$ cat src/rtl/core/vwbp_pkg.sv
// ----------------------------------------------------------------------------
// vwbp_pkg
// Shared types, constants and helpers of the variable width bit packer.
// ----------------------------------------------------------------------------
package vwbp_pkg;

	localparam int MAX_FIELD_BITS = 64;
	localparam int ValW = 64;
	localparam int WidW = 7;
	localparam int BufW = MAX_FIELD_BITS + 8;
	localparam int MaxBytes = (MAX_FIELD_BITS + 7) / 8;
	localparam int CntW = $clog2(MaxBytes + 1);
	localparam int QDepth = 4;
	localparam int PtrW = $clog2(QDepth);

	typedef enum logic [2:0] {
		OP_MIN    = 3'd0,
		OP_REQ    = 3'd1,
		OP_CUSTOM = 3'd2,
		OP_FLUSH  = 3'd3,
		OP_CLEAR  = 3'd4
	} op_t;

	typedef enum logic [1:0] {
		KIND_DIR  = 2'd0,
		KIND_BYTE = 2'd1,
		KIND_END  = 2'd2
	} kind_t;

	typedef enum logic [1:0] {
		CMD_PACK  = 2'd0,
		CMD_FLUSH = 2'd1,
		CMD_CLEAR = 2'd2
	} cmd_t;

	typedef enum logic [1:0] {
		ST_IDLE  = 2'd0,
		ST_BYTES = 2'd1,
		ST_END   = 2'd2
	} bstate_t;

	typedef struct packed {
		cmd_t              cmd;
		logic [ValW-1:0]   value;
		logic [WidW-1:0]   width;
		logic [2:0]        etype;
	} entry_t;

	typedef struct packed {
		kind_t        kind;
		logic [2:0]   entry_type;
		logic [31:0]  bit_offset;
		logic [6:0]   bit_size;
		logic [7:0]   data_byte;
		logic [29:0]  total_bytes;
		logic         last;
	} result_t;

	typedef struct packed {
		logic full;
		logic empty;
	} qstat_t;

	function automatic logic [WidW-1:0] min_width(input logic [ValW-1:0] v);
		logic [ValW-1:0] t;
		logic [5:0]      n;
		t = v;
		n = '0;
		if (t[63:32] != '0) begin
			n[5] = 1'b1;
			t = t >> 32;
		end
		if (t[31:16] != '0) begin
			n[4] = 1'b1;
			t = t >> 16;
		end
		if (t[15:8] != '0) begin
			n[3] = 1'b1;
			t = t >> 8;
		end
		if (t[7:4] != '0) begin
			n[2] = 1'b1;
			t = t >> 4;
		end
		if (t[3:2] != '0) begin
			n[1] = 1'b1;
			t = t >> 2;
		end
		if (t[1] != 1'b0) begin
			n[0] = 1'b1;
		end
		return {1'b0, n} + 7'd1;
	endfunction

endpackage

$ cat src/rtl/core/vwbp_front.sv
// ----------------------------------------------------------------------------
// vwbp_front
// Accept input transactions, decode the operation, size the field and queue
// a command for the back end.
// ----------------------------------------------------------------------------
module vwbp_front (
	input  logic                 s_tvalid,
	output logic                 s_tready,
	input  logic [79:0]          s_tdata,
	input  logic [2:0]           s_tuser,
	input  vwbp_pkg::qstat_t     q_stat,
	output logic                 push,
	output vwbp_pkg::entry_t     push_entry
);
	import vwbp_pkg::*;

	logic [ValW-1:0] value;
	logic [WidW-1:0] req;
	logic [2:0]      tag;
	logic [WidW-1:0] mw;
	logic [WidW-1:0] w;
	logic [ValW-1:0] mask;
	logic            op_ok;
	cmd_t            cmd;
	logic [2:0]      etype;

	assign value = s_tdata[63:0];
	assign req   = s_tdata[70:64];
	assign tag   = s_tdata[73:71];
	assign mw    = min_width(value);

	always_comb begin
		w = mw;
		if (s_tuser != OP_MIN && req > mw) begin
			w = req;
		end
		if (w > WidW'(MAX_FIELD_BITS)) begin
			w = WidW'(MAX_FIELD_BITS);
		end
		if (w >= WidW'(ValW)) begin
			mask = '1;
		end else begin
			mask = ~({ValW{1'b1}} << w);
		end
	end

	always_comb begin
		etype = tag;
		if (s_tuser == OP_CUSTOM) begin
			if (value[63:8] == '0) begin
				etype = 3'd0;
			end else if (value[63:16] == '0) begin
				etype = 3'd1;
			end else if (value[63:32] == '0) begin
				etype = 3'd2;
			end else begin
				etype = 3'd3;
			end
		end
	end

	always_comb begin
		op_ok = 1'b1;
		cmd   = CMD_PACK;
		case (s_tuser)
			OP_MIN, OP_REQ, OP_CUSTOM: cmd = CMD_PACK;
			OP_FLUSH:                  cmd = CMD_FLUSH;
			OP_CLEAR:                  cmd = CMD_CLEAR;
			default:                   op_ok = 1'b0;
		endcase
	end

	assign s_tready         = !q_stat.full;
	assign push             = s_tvalid && !q_stat.full && op_ok;
	assign push_entry.cmd   = cmd;
	assign push_entry.value = value & mask;
	assign push_entry.width = w;
	assign push_entry.etype = etype;

endmodule

$ cat src/rtl/core/vwbp_queue.sv
// ----------------------------------------------------------------------------
// vwbp_queue
// Small command queue between the front and back ends.
// ----------------------------------------------------------------------------
module vwbp_queue (
	input  logic                 clk,
	input  logic                 arst_n,
	input  logic                 push,
	input  vwbp_pkg::entry_t     push_entry,
	input  logic                 pop,
	output vwbp_pkg::entry_t     head,
	output vwbp_pkg::qstat_t     q_stat
);
	import vwbp_pkg::*;

	entry_t        mem_q [QDepth];
	logic [PtrW-1:0] wr_ptr_q;
	logic [PtrW-1:0] rd_ptr_q;
	logic [PtrW:0]   cnt_q;

	always_ff @(posedge clk or negedge arst_n) begin
		if (!arst_n) begin
			wr_ptr_q <= '0;
			rd_ptr_q <= '0;
			cnt_q    <= '0;
		end else begin
			if (push) begin
				wr_ptr_q <= wr_ptr_q + 1'b1;
			end
			if (pop) begin
				rd_ptr_q <= rd_ptr_q + 1'b1;
			end
			if (push && !pop) begin
				cnt_q <= cnt_q + 1'b1;
			end else if (pop && !push) begin
				cnt_q <= cnt_q - 1'b1;
			end
		end
	end

	always_ff @(posedge clk) begin
		if (push) begin
			mem_q[wr_ptr_q] <= push_entry;
		end
	end

	assign head         = mem_q[rd_ptr_q];
	assign q_stat.full  = (cnt_q == (PtrW+1)'(QDepth));
	assign q_stat.empty = (cnt_q == '0);

endmodule

$ cat src/rtl/core/vwbp_back.sv
// ----------------------------------------------------------------------------
// vwbp_back
// Execute queued commands: keep the stream position and partial byte, and
// emit directory records, data bytes and end records one per cycle unless m_tready stalls the output.
// ----------------------------------------------------------------------------
module vwbp_back (
	input  logic                 clk,
	input  logic                 arst_n,
	input  vwbp_pkg::entry_t     head,
	input  vwbp_pkg::qstat_t     q_stat,
	output logic                 pop,
	output logic                 m_tvalid,
	input  logic                 m_tready,
	output vwbp_pkg::result_t    res
);
	import vwbp_pkg::*;

	bstate_t          state_q;
	bstate_t          state_d;
	logic [31:0]      bp_q;
	logic [7:0]       part_q;
	logic [BufW-1:0]  buf_q;
	logic [CntW-1:0]  cnt_q;
	logic [29:0]      tot_q;
	logic             out_valid_q;
	result_t          out_q;

	logic             adv;
	logic [2:0]       ph;
	logic [BufW-1:0]  buf_new;
	logic [WidW-1:0]  nb;
	logic [CntW-1:0]  nbytes;
	logic [7:0]       rem_byte;
	logic [29:0]      tot_new;
	logic             emit;
	result_t          res_d;

	assign adv      = !out_valid_q || m_tready;
	assign ph       = bp_q[2:0];
	assign buf_new  = (BufW'(head.value[MAX_FIELD_BITS-1:0]) << ph) | BufW'(part_q);
	assign nb       = WidW'(ph) + head.width;
	assign nbytes   = CntW'(nb >> 3);
	assign rem_byte = 8'(buf_new >> {nbytes, 3'b000});
	assign tot_new  = 30'(bp_q >> 3) + 30'(ph != 3'd0);

	always_comb begin
		state_d = state_q;
		pop     = 1'b0;
		case (state_q)
			ST_IDLE: begin
				if (!q_stat.empty) begin
					case (head.cmd)
						CMD_PACK: begin
							if (adv) begin
								pop     = 1'b1;
								state_d = (nbytes != '0) ? ST_BYTES : ST_IDLE;
							end
						end
						CMD_FLUSH: begin
							if (adv) begin
								pop     = 1'b1;
								state_d = (ph != 3'd0) ? ST_END : ST_IDLE;
							end
						end
						CMD_CLEAR: pop = 1'b1;
						default:   pop = 1'b0;
					endcase
				end
			end
			ST_BYTES: begin
				if (adv && cnt_q == CntW'(1)) begin
					state_d = ST_IDLE;
				end
			end
			ST_END: begin
				if (adv) begin
					state_d = ST_IDLE;
				end
			end
			default: state_d = ST_IDLE;
		endcase
	end

	always_comb begin
		emit  = 1'b0;
		res_d = '0;
		case (state_q)
			ST_IDLE: begin
				if (!q_stat.empty) begin
					case (head.cmd)
						CMD_PACK: begin
							emit             = 1'b1;
							res_d.kind       = KIND_DIR;
							res_d.entry_type = head.etype;
							res_d.bit_offset = bp_q;
							res_d.bit_size   = head.width;
							res_d.last       = (nbytes == '0);
						end
						CMD_FLUSH: begin
							emit = 1'b1;
							if (ph != 3'd0) begin
								res_d.kind      = KIND_BYTE;
								res_d.data_byte = part_q;
							end else begin
								res_d.kind        = KIND_END;
								res_d.total_bytes = tot_new;
								res_d.last        = 1'b1;
							end
						end
						default: emit = 1'b0;
					endcase
				end
			end
			ST_BYTES: begin
				emit            = 1'b1;
				res_d.kind      = KIND_BYTE;
				res_d.data_byte = buf_q[7:0];
				res_d.last      = (cnt_q == CntW'(1));
			end
			ST_END: begin
				emit              = 1'b1;
				res_d.kind        = KIND_END;
				res_d.total_bytes = tot_q;
				res_d.last        = 1'b1;
			end
			default: emit = 1'b0;
		endcase
	end

	always_ff @(posedge clk or negedge arst_n) begin
		if (!arst_n) begin
			state_q     <= ST_IDLE;
			bp_q        <= '0;
			part_q      <= '0;
			cnt_q       <= '0;
			out_valid_q <= 1'b0;
		end else begin
			state_q <= state_d;
			if (adv) begin
				out_valid_q <= emit;
			end
			if (pop) begin
				case (head.cmd)
					CMD_PACK: begin
						bp_q   <= bp_q + 32'(head.width);
						part_q <= rem_byte;
						cnt_q  <= nbytes;
					end
					default: begin
						bp_q   <= '0;
						part_q <= '0;
					end
				endcase
			end else if (state_q == ST_BYTES && adv) begin
				cnt_q <= cnt_q - 1'b1;
			end
		end
	end

	always_ff @(posedge clk) begin
		if (adv) begin
			out_q <= res_d;
		end
		if (pop && head.cmd == CMD_PACK) begin
			buf_q <= buf_new;
		end else if (state_q == ST_BYTES && adv) begin
			buf_q <= buf_q >> 8;
		end
		if (pop && head.cmd == CMD_FLUSH) begin
			tot_q <= tot_new;
		end
	end

	assign m_tvalid = out_valid_q;
	assign res      = out_q;

endmodule

$ cat src/rtl/core/variable_width_bit_packer_unit.sv
// ----------------------------------------------------------------------------
// variable_width_bit_packer_unit
// LSB-first variable width bit packer with a streaming input and output.
// ----------------------------------------------------------------------------
// Each pack transaction yields one directory record and then one data byte
// per byte it completes, so it yields 1 + (bit_position mod 8 + width) / 8
// results in all, at most 9; a flush yields one or two results and a clear
// none. The single output register of the back end emits one result per
// cycle while m_tready does not stall it. A four-entry command queue lets
// input transactions be taken while results are still going out, and codes
// 5 to 7 are dropped at input.
module variable_width_bit_packer_unit (
	input  logic        clk,
	input  logic        arst_n,
	input  logic        s_tvalid,
	output logic        s_tready,
	// value[63:0], requested_width[70:64], type_tag[73:71], zero fill
	input  logic [79:0] s_tdata,
	// operation[2:0]
	input  logic [2:0]  s_tuser,
	output logic        m_tvalid,
	input  logic        m_tready,
	// entry_type[2:0], bit_offset[34:3], bit_size[41:35], data_byte[49:42],
	// total_bytes[79:50]
	output logic [79:0] m_tdata,
	// record_kind[1:0]
	output logic [1:0]  m_tuser,
	output logic        m_tlast
);
	import vwbp_pkg::*;

	qstat_t  q_stat;
	logic    push;
	logic    pop;
	entry_t  push_entry;
	entry_t  head;
	result_t res;

	vwbp_front u_front (
		.s_tvalid   (s_tvalid),
		.s_tready   (s_tready),
		.s_tdata    (s_tdata),
		.s_tuser    (s_tuser),
		.q_stat     (q_stat),
		.push       (push),
		.push_entry (push_entry)
	);

	vwbp_queue u_queue (
		.clk        (clk),
		.arst_n     (arst_n),
		.push       (push),
		.push_entry (push_entry),
		.pop        (pop),
		.head       (head),
		.q_stat     (q_stat)
	);

	vwbp_back u_back (
		.clk      (clk),
		.arst_n   (arst_n),
		.head     (head),
		.q_stat   (q_stat),
		.pop      (pop),
		.m_tvalid (m_tvalid),
		.m_tready (m_tready),
		.res      (res)
	);

	assign m_tdata = {res.total_bytes, res.data_byte, res.bit_size, res.bit_offset,
		res.entry_type};
	assign m_tuser = res.kind;
	assign m_tlast = res.last;

	a_end_last: assert property (@(posedge clk) disable iff (!arst_n)
		m_tvalid && m_tuser == KIND_END |-> m_tlast)
		else $error("end record without last");

	a_dir_clean: assert property (@(posedge clk) disable iff (!arst_n)
		m_tvalid && m_tuser == KIND_DIR |-> m_tdata[79:42] == '0)
		else $error("directory record carries byte or total");

	a_push_seen: assert property (@(posedge clk) disable iff (!arst_n)
		push |=> !q_stat.empty)
		else $error("queued command lost");

	a_no_pop_empty: assert property (@(posedge clk) disable iff (!arst_n)
		pop |-> !q_stat.empty)
		else $error("pop from empty queue");

endmodule
$ cat config.mk
export PLATFORM = sky130hd
export DESIGN_NAME = variable_width_bit_packer_unit
export DESIGN_NICKNAME = d
export VERILOG_FILES = /design/src/rtl/core/vwbp_pkg.sv /design/src/rtl/core/vwbp_front.sv /design/src/rtl/core/vwbp_queue.sv /design/src/rtl/core/vwbp_back.sv /design/src/rtl/core/variable_width_bit_packer_unit.sv
export SDC_FILE = /design/constraint.sdc
export NUM_CORES = 1
export LEC_CHECK = 0
export ABC_CLOCK_PERIOD_IN_PS = 6800
export BUFFER_PORTS_ARGS = -buffer_cell sky130_fd_sc_hd__buf_2
export CORE_MARGIN = 3
export CORE_UTILIZATION = 50
export CTS_BUF_LIST = sky130_fd_sc_hd__clkbuf_4 sky130_fd_sc_hd__clkbuf_8
export DETAILED_ROUTE_END_ITERATION = 7
export PLACE_DENSITY_LB_ADDON = 0.3
export SKIP_CTS_REPAIR_TIMING = 1
export SLEW_MARGIN = 20
export SYNTH_ARGS = -nofsm -noshare
export SYNTH_HDL_FRONTEND = slang
export SYNTH_HIERARCHICAL = 1
export SYNTH_SLANG_ARGS = --single-unit
$ cat constraint.sdc
create_clock -name clk -period 6.8 [get_ports clk]
set_input_delay 2.04 -clock clk [delete_from_list [all_inputs] [get_ports clk]]
set_output_delay 2.04 -clock clk [all_outputs]
set_load 0.01 [all_outputs]
==> flow_summary.html <==
<table>
<tr><th>Metric</th><th>Value</th></tr>
<tr><th colspan="2">Global routing</th></tr>
<tr><td>Pin count of the biggest net entering global routing</td><td>between 70 and 80</td></tr>
<tr><td>Congestion Overflow GR</td><td>0</td></tr>
<tr><td>Number of global-route vias before repair</td><td>19670</td></tr>
<tr><td>First-pass GRT wire length</td><td>118.2 mm</td></tr>
<tr><td>Number of antenna violations at the first check in global routing</td><td>2</td></tr>
<tr><td>Global-route usage over all layers</td><td>a little over a quarter</td></tr>
<tr><th colspan="2">Setup path</th></tr>
<tr><td>Delay contributed by the slowest stage of the critical path</td><td>~0.55 ns</td></tr>
<tr><td>Cell type with the highest occurrence count on the critical path</td><td>sky130_fd_sc_hd__buf_4</td></tr>
<tr><td>Worst setup EP type</td><td>register</td></tr>
<tr><td>Crit-path cells</td><td>buf_2 -&gt; or4_4 -&gt; or4_4 -&gt; buf_12 -&gt; nor3_2 -&gt; o21a_1 -&gt; a211oi_1 -&gt; a311oi_1 -&gt; a2111o_1 -&gt; nand3_1 -&gt; ha_1 -&gt; nor2b_1 -&gt; o21a_1 -&gt; o21ai_2 -&gt; a221oi_4 -&gt; mux2i_2 -&gt; buf_4 -&gt; buf_4 -&gt; and2_1 -&gt; nand2_2 -&gt; nand2_1 -&gt; o21ai_0 -&gt; buf_4</td></tr>
<tr><td>Critical Path Fanout Max</td><td>9</td></tr>
<tr><td>Cell count of the worst reg-to-reg path</td><td>12</td></tr>
<tr><td>Highest-delay cell along the critical path</td><td>sky130_fd_sc_hd__or4_4</td></tr>
<tr><td>Destination of the worst register-to-register timing path</td><td>u_back/part_q[5]$_DFFE_PN0P_</td></tr>
<tr><td>Critical path class</td><td>input port to register</td></tr>
<tr><td>Nature of the critical path startpoint</td><td>input port</td></tr>
<tr><td>R2r startpoint</td><td>u_queue/rd_ptr_q[0]$_DFFE_PN0P_</td></tr>
<tr><td>Data required time of the critical path</td><td>7.23 ns</td></tr>
<tr><td>Number of buffer and inverter instances along the worst setup path</td><td>5</td></tr>
<tr><td>CP arrival</td><td>7.08 ns</td></tr>
<tr><td>Worst path top cell family by delay</td><td>simple AND/OR/NAND/NOR gates</td></tr>
<tr><td>R2R Setup Slk</td><td>between 1.5 and 2 ns</td></tr>
<tr><th colspan="2">Yosys</th></tr>
<tr><td>Syn Nets</td><td>2271</td></tr>
<tr><td>Number of warnings printed during yosys synthesis</td><td>6</td></tr>
<tr><td>Top area cells in the synthesized netlist</td><td>sky130_fd_sc_hd__edfxtp_1 54%, sky130_fd_sc_hd__mux4_2 7.0%, sky130_fd_sc_hd__dfrtp_1 4.9%, sky130_fd_sc_hd__nand2_1 3.0%, sky130_fd_sc_hd__mux2i_1 3.0%</td></tr>
<tr><td>Post-synth top flop</td><td>sky130_fd_sc_hd__edfxtp_1</td></tr>
<tr><td>Proportion of register bits with asynchronous set or reset after synthesis</td><td>9.963%</td></tr>
<tr><td>Cell Area, Synth</td><td>0.02736 mm2</td></tr>
<tr><td>Unique masters post-synth</td><td>99</td></tr>
<tr><td>Mean Syn Cell Area</td><td>12.70 um2</td></tr>
<tr><td>Simple-gate share of the synthesized area</td><td>11.57%</td></tr>
<tr><td>Post-synth top area cell</td><td>sky130_fd_sc_hd__edfxtp_1</td></tr>
<tr><td>Combinational family with the most area after synthesis</td><td>multiplexers</td></tr>
<tr><td>Share of the synthesized area in the top cell type</td><td>approximately 54%</td></tr>
<tr><td>Register area share after synthesis</td><td>58.50%</td></tr>
<tr><td>Multiplexer share of the synthesized area</td><td>between 10% and 20%</td></tr>
<tr><td>Flip-flop and latch count after synthesis</td><td>542</td></tr>
<tr><td>XOR/XNOR Fraction of Synth Area</td><td>1.660%</td></tr>
<tr><td>Fraction of the mapped netlist area in compound gates</td><td>approximately 12%</td></tr>
<tr><td>Post-synth EDFFs</td><td>between 400 and 500</td></tr>
<tr><td>Cell count after synthesis</td><td>about 2200</td></tr>
<tr><td>Share of synthesized cell area in full adder, half adder and majority cells</td><td>1.427%</td></tr>
<tr><th colspan="2">Floorplanning</th></tr>
<tr><td>Die span in x</td><td>239.9 um</td></tr>
<tr><td>Core Box Area</td><td>0.05403 mm2</td></tr>
<tr><td>Number of core rows</td><td>85</td></tr>
<tr><td>Vertical extent of the die</td><td>239.9 um</td></tr>
<tr><td>IO Count</td><td>172</td></tr>
<tr><td>Die Outline Area</td><td>around 0.058 mm2</td></tr>
<tr><td>Initial cell density of the core</td><td>50.64%</td></tr>
<tr><th colspan="2">Pwr</th></tr>
<tr><td>Power density relative to cell area</td><td>around 430 mW/mm2</td></tr>
<tr><td>Internal Pwr Total</td><td>roughly 8400 uW</td></tr>
<tr><td>Portion of total power attributed to combinational logic</td><td>42.5%</td></tr>
<tr><td>Flop pwr share</td><td>36.8%</td></tr>
<tr><td>Fraction of power consumed by the clock network</td><td>20.7%</td></tr>
<tr><td>Static Leakage</td><td>0.01218 uW</td></tr>
<tr><td>Peak supply drop</td><td>about 280 uV</td></tr>
<tr><td>Power, Total</td><td>~14000 uW</td></tr>
<tr><td>Switching power summed over all nets</td><td>5375 uW</td></tr>
<tr><td>Proportion of total power due to net switching</td><td>38.98%</td></tr>
<tr><th colspan="2">STA</th></tr>
<tr><td>Final setup violation count</td><td>0</td></tr>
<tr><td>Final hold violation count</td><td>0</td></tr>
<tr><td>Max transition margin</td><td>29.28%</td></tr>
<tr><td>Post-Route Skew</td><td>roughly 0.04 ns</td></tr>
<tr><td>Setup Total Neg Slack</td><td>0 ns</td></tr>
<tr><td>Post-layout minimum cycle time</td><td>6.650 ns</td></tr>
<tr><td>Fin. max-slew vios</td><td>0</td></tr>
<tr><td>Worst-Margin Slew</td><td>1.053 ns</td></tr>
<tr><td>Peak Freq</td><td>around 0.15 GHz</td></tr>
<tr><td>Ratio of final minimum period to clock period</td><td>97.80%</td></tr>
<tr><th colspan="2">Finish</th></tr>
<tr><td>Cell area after layout</td><td>0.03227 mm2</td></tr>
<tr><td>Area overhead of the layout relative to synthesis</td><td>17.95%</td></tr>
<tr><td>Final Non-Filler Cells</td><td>between 3000 and 4000</td></tr>
<tr><td>End-of-flow core utilization</td><td>approximately three fifths</td></tr>
<tr><td>Fraction of final layout cells sized beyond drive strength 1</td><td>29.90%</td></tr>
<tr><td>Net count of the finished layout</td><td>2629</td></tr>
<tr><th colspan="2">Routing</th></tr>
<tr><td>Average wire per standard cell</td><td>about 24 um</td></tr>
<tr><td>Via-per-instance ratio</td><td>6.034</td></tr>
<tr><td>DRC errors left</td><td>0</td></tr>
<tr><td>Drt initial violations</td><td>roughly 2300</td></tr>
<tr><td>Total via count after detailed routing</td><td>19810</td></tr>
<tr><td>Total Wirelength</td><td>77.61 mm</td></tr>
<tr><td>Number of optimization iterations in the first detailed-route pass</td><td>8</td></tr>
<tr><td>Count of nets left with antenna violations after detail routing</td><td>0</td></tr>
<tr><th colspan="2">Placed design</th></tr>
<tr><td>Number of cells after detailed placement</td><td>~3100</td></tr>
<tr><td>Placement-stage cell area</td><td>a little over 0.03 mm2</td></tr>
<tr><td>Routability Congestion</td><td>0.9522</td></tr>
<tr><td>DP Wirelength</td><td>57.08 mm</td></tr>
<tr><td>Count of input and output buffers</td><td>165</td></tr>
<tr><th colspan="2">Clock network</th></tr>
<tr><td>CTS Buf Count</td><td>88</td></tr>
<tr><td>CTS tree</td><td>done</td></tr>
<tr><td>Number of sinks on the clock net</td><td>542</td></tr>
<tr><td>Clk slew on worst S/H paths</td><td>0.06 ns</td></tr>
<tr><td>Root Buffer Master</td><td>sky130_fd_sc_hd__clkbuf_8</td></tr>
<tr><td>Clock latency on the worst-skew pair</td><td>0.70 ns</td></tr>
<tr><td>Bufs on Longest Clock Path</td><td>3</td></tr>
<tr><td>Max H-tree Level</td><td>3</td></tr>
<tr><th colspan="2">Run status</th></tr>
<tr><td>Result of the run</td><td>completed</td></tr>
<tr><th colspan="2">Worst hold path</th></tr>
<tr><td>Cell depth of the worst min-delay path</td><td>1</td></tr>
<tr><td>Startpoint of the worst hold path</td><td>u_queue/cnt_q[2]$_DFFE_PN0P_</td></tr>
<tr><td>Class of the tightest hold or removal check</td><td>register to register</td></tr>
<tr><td>Worst hold path endpoint</td><td>u_queue/cnt_q[2]$_DFFE_PN0P_</td></tr>
<tr><th colspan="2">Run</th></tr>
<tr><td>Max cap viols</td><td>0</td></tr>
</table>
-- power by group through the flow --
| stage | clock [uW] | combinational [uW] | sequential, uW |
|---|---|---|---|
| floorplan | 0 | 4030 | 5020 |
| global placement | 0 | 5680 | 5110 |
| detailed placement | 0 | 5780 | 5150 |
| CTS | 2910 | 5800 | 5090 |
| global route | 3070 | 6320 | 5160 |
| finish | 2850 | 5860 | 5080 |
-- worst max-delay path by stage --
stage / from / slack [ns] / cells past startpoint / to
after floorplan: s_tdata[47] / -0.02 / 20 / u_queue/mem_q[0][64]$_DFFE_PP_
final: s_tdata[47] / 0.15 / 23 / u_queue/mem_q[0][24]$_DFFE_PP_
after global routing: s_tdata[35] / -0.01 / 25 / u_queue/mem_q[0][27]$_DFFE_PP_
after CTS: s_tdata[51] / 0.10 / 24 / u_queue/mem_q[0][31]$_DFFE_PP_
after global placement: s_tdata[47] / -0.58 / 24 / u_queue/mem_q[0][24]$_DFFE_PP_
after detailed placement: s_tdata[51] / -0.62 / 24 / u_queue/mem_q[1][31]$_DFFE_PP_
-- flip-flops by register name (all words and copies together) (netlist names) --
name              flops
u_back/part_q         8
u_back/cnt_q          4
u_back/bp_q          32
u_queue/wr_ptr_q      2
u_queue/mem_q       304
u_back/tot_q         30
u_back/res           83
u_back/buf_q         71
u_queue/cnt_q         3
u_queue/rd_ptr_q      2
u_back/state_q        2
u_back/m_tvalid       1
-- cell families after synthesis --
kind of cell / count (synthesis)
xor gates and xnor gates: 48
buffers and inverters: 178
DFF: 542
muxes: 219
AOI/OAI and AO/OA: 473
and+or+nand+nor: 664
adders and majority gates: 30
-- area by class of cell --
| type | instances | area (um2) |
|---|---|---|
| Multi-Input combinational cell | 1434 | 10740 |
| Antenna cell | 2 | 5.005 |
| Clock inverter | 38 | 279.0 |
| Inverter | 43 | 162.7 |
| Timing Repair Buffer | 403 | 2666 |
| Clock buffer | 125 | 1526 |
| Sequential cell | 542 | 16020 |
| Tap cell | 696 | 870.8 |
| Fill cell | 4293 | 21760 |
-- per-stage QoR --
step	setup slack [ns]	hold WS, ns
final	0.1496	0.5016
after detailed placement	-0.6226	0.4916
after CTS	0.1009	0.5035
after floorplan	-0.02121	0.4563
after global routing	-0.01204	0.5171
after global placement	-0.5790	0.4723
-- layer usage --
metal  GRT usage [%]  routed length, um
met5               0                  0
met2           45.06              37690
met3           3.510               4849
met1           37.08              32320
met4           10.53               2749
-- layout by cell type, fill, tap and decap left out, types with 35 or more instances in the layout --
cell                       Yosys  layout
sky130_fd_sc_hd__a21oi_1      79      76
sky130_fd_sc_hd__a22o_1       39      39
sky130_fd_sc_hd__a31oi_1      41      35
sky130_fd_sc_hd__and2_1       61      56
sky130_fd_sc_hd__buf_2        28     165
sky130_fd_sc_hd__buf_4        10     233
sky130_fd_sc_hd__clkbuf_8      0      94
sky130_fd_sc_hd__dfrtp_1      54      49
sky130_fd_sc_hd__edfxtp_1    488     488
sky130_fd_sc_hd__inv_1        39      39
sky130_fd_sc_hd__mux2_2       47      47
sky130_fd_sc_hd__mux2i_1      83      81
sky130_fd_sc_hd__mux4_2       85      85
sky130_fd_sc_hd__nand2_1     222     217
sky130_fd_sc_hd__nand3_1      41      41
sky130_fd_sc_hd__nor2_1      190     181
sky130_fd_sc_hd__o21ai_0     123     120
-- synth_stat cells, types with 47 or more instances --
cell and instances:
sky130_fd_sc_hd__edfxtp_1 488, sky130_fd_sc_hd__mux2_2 47, sky130_fd_sc_hd__nor2_1 190, sky130_fd_sc_hd__o21ai_0 123
sky130_fd_sc_hd__mux4_2 85, sky130_fd_sc_hd__nand2_1 222, sky130_fd_sc_hd__dfrtp_1 54, sky130_fd_sc_hd__a21oi_1 79
sky130_fd_sc_hd__and2_1 61, sky130_fd_sc_hd__clkbuf_1 73, sky130_fd_sc_hd__mux2i_1 83
No activity file was read; power rests on OpenSTA's default activity.
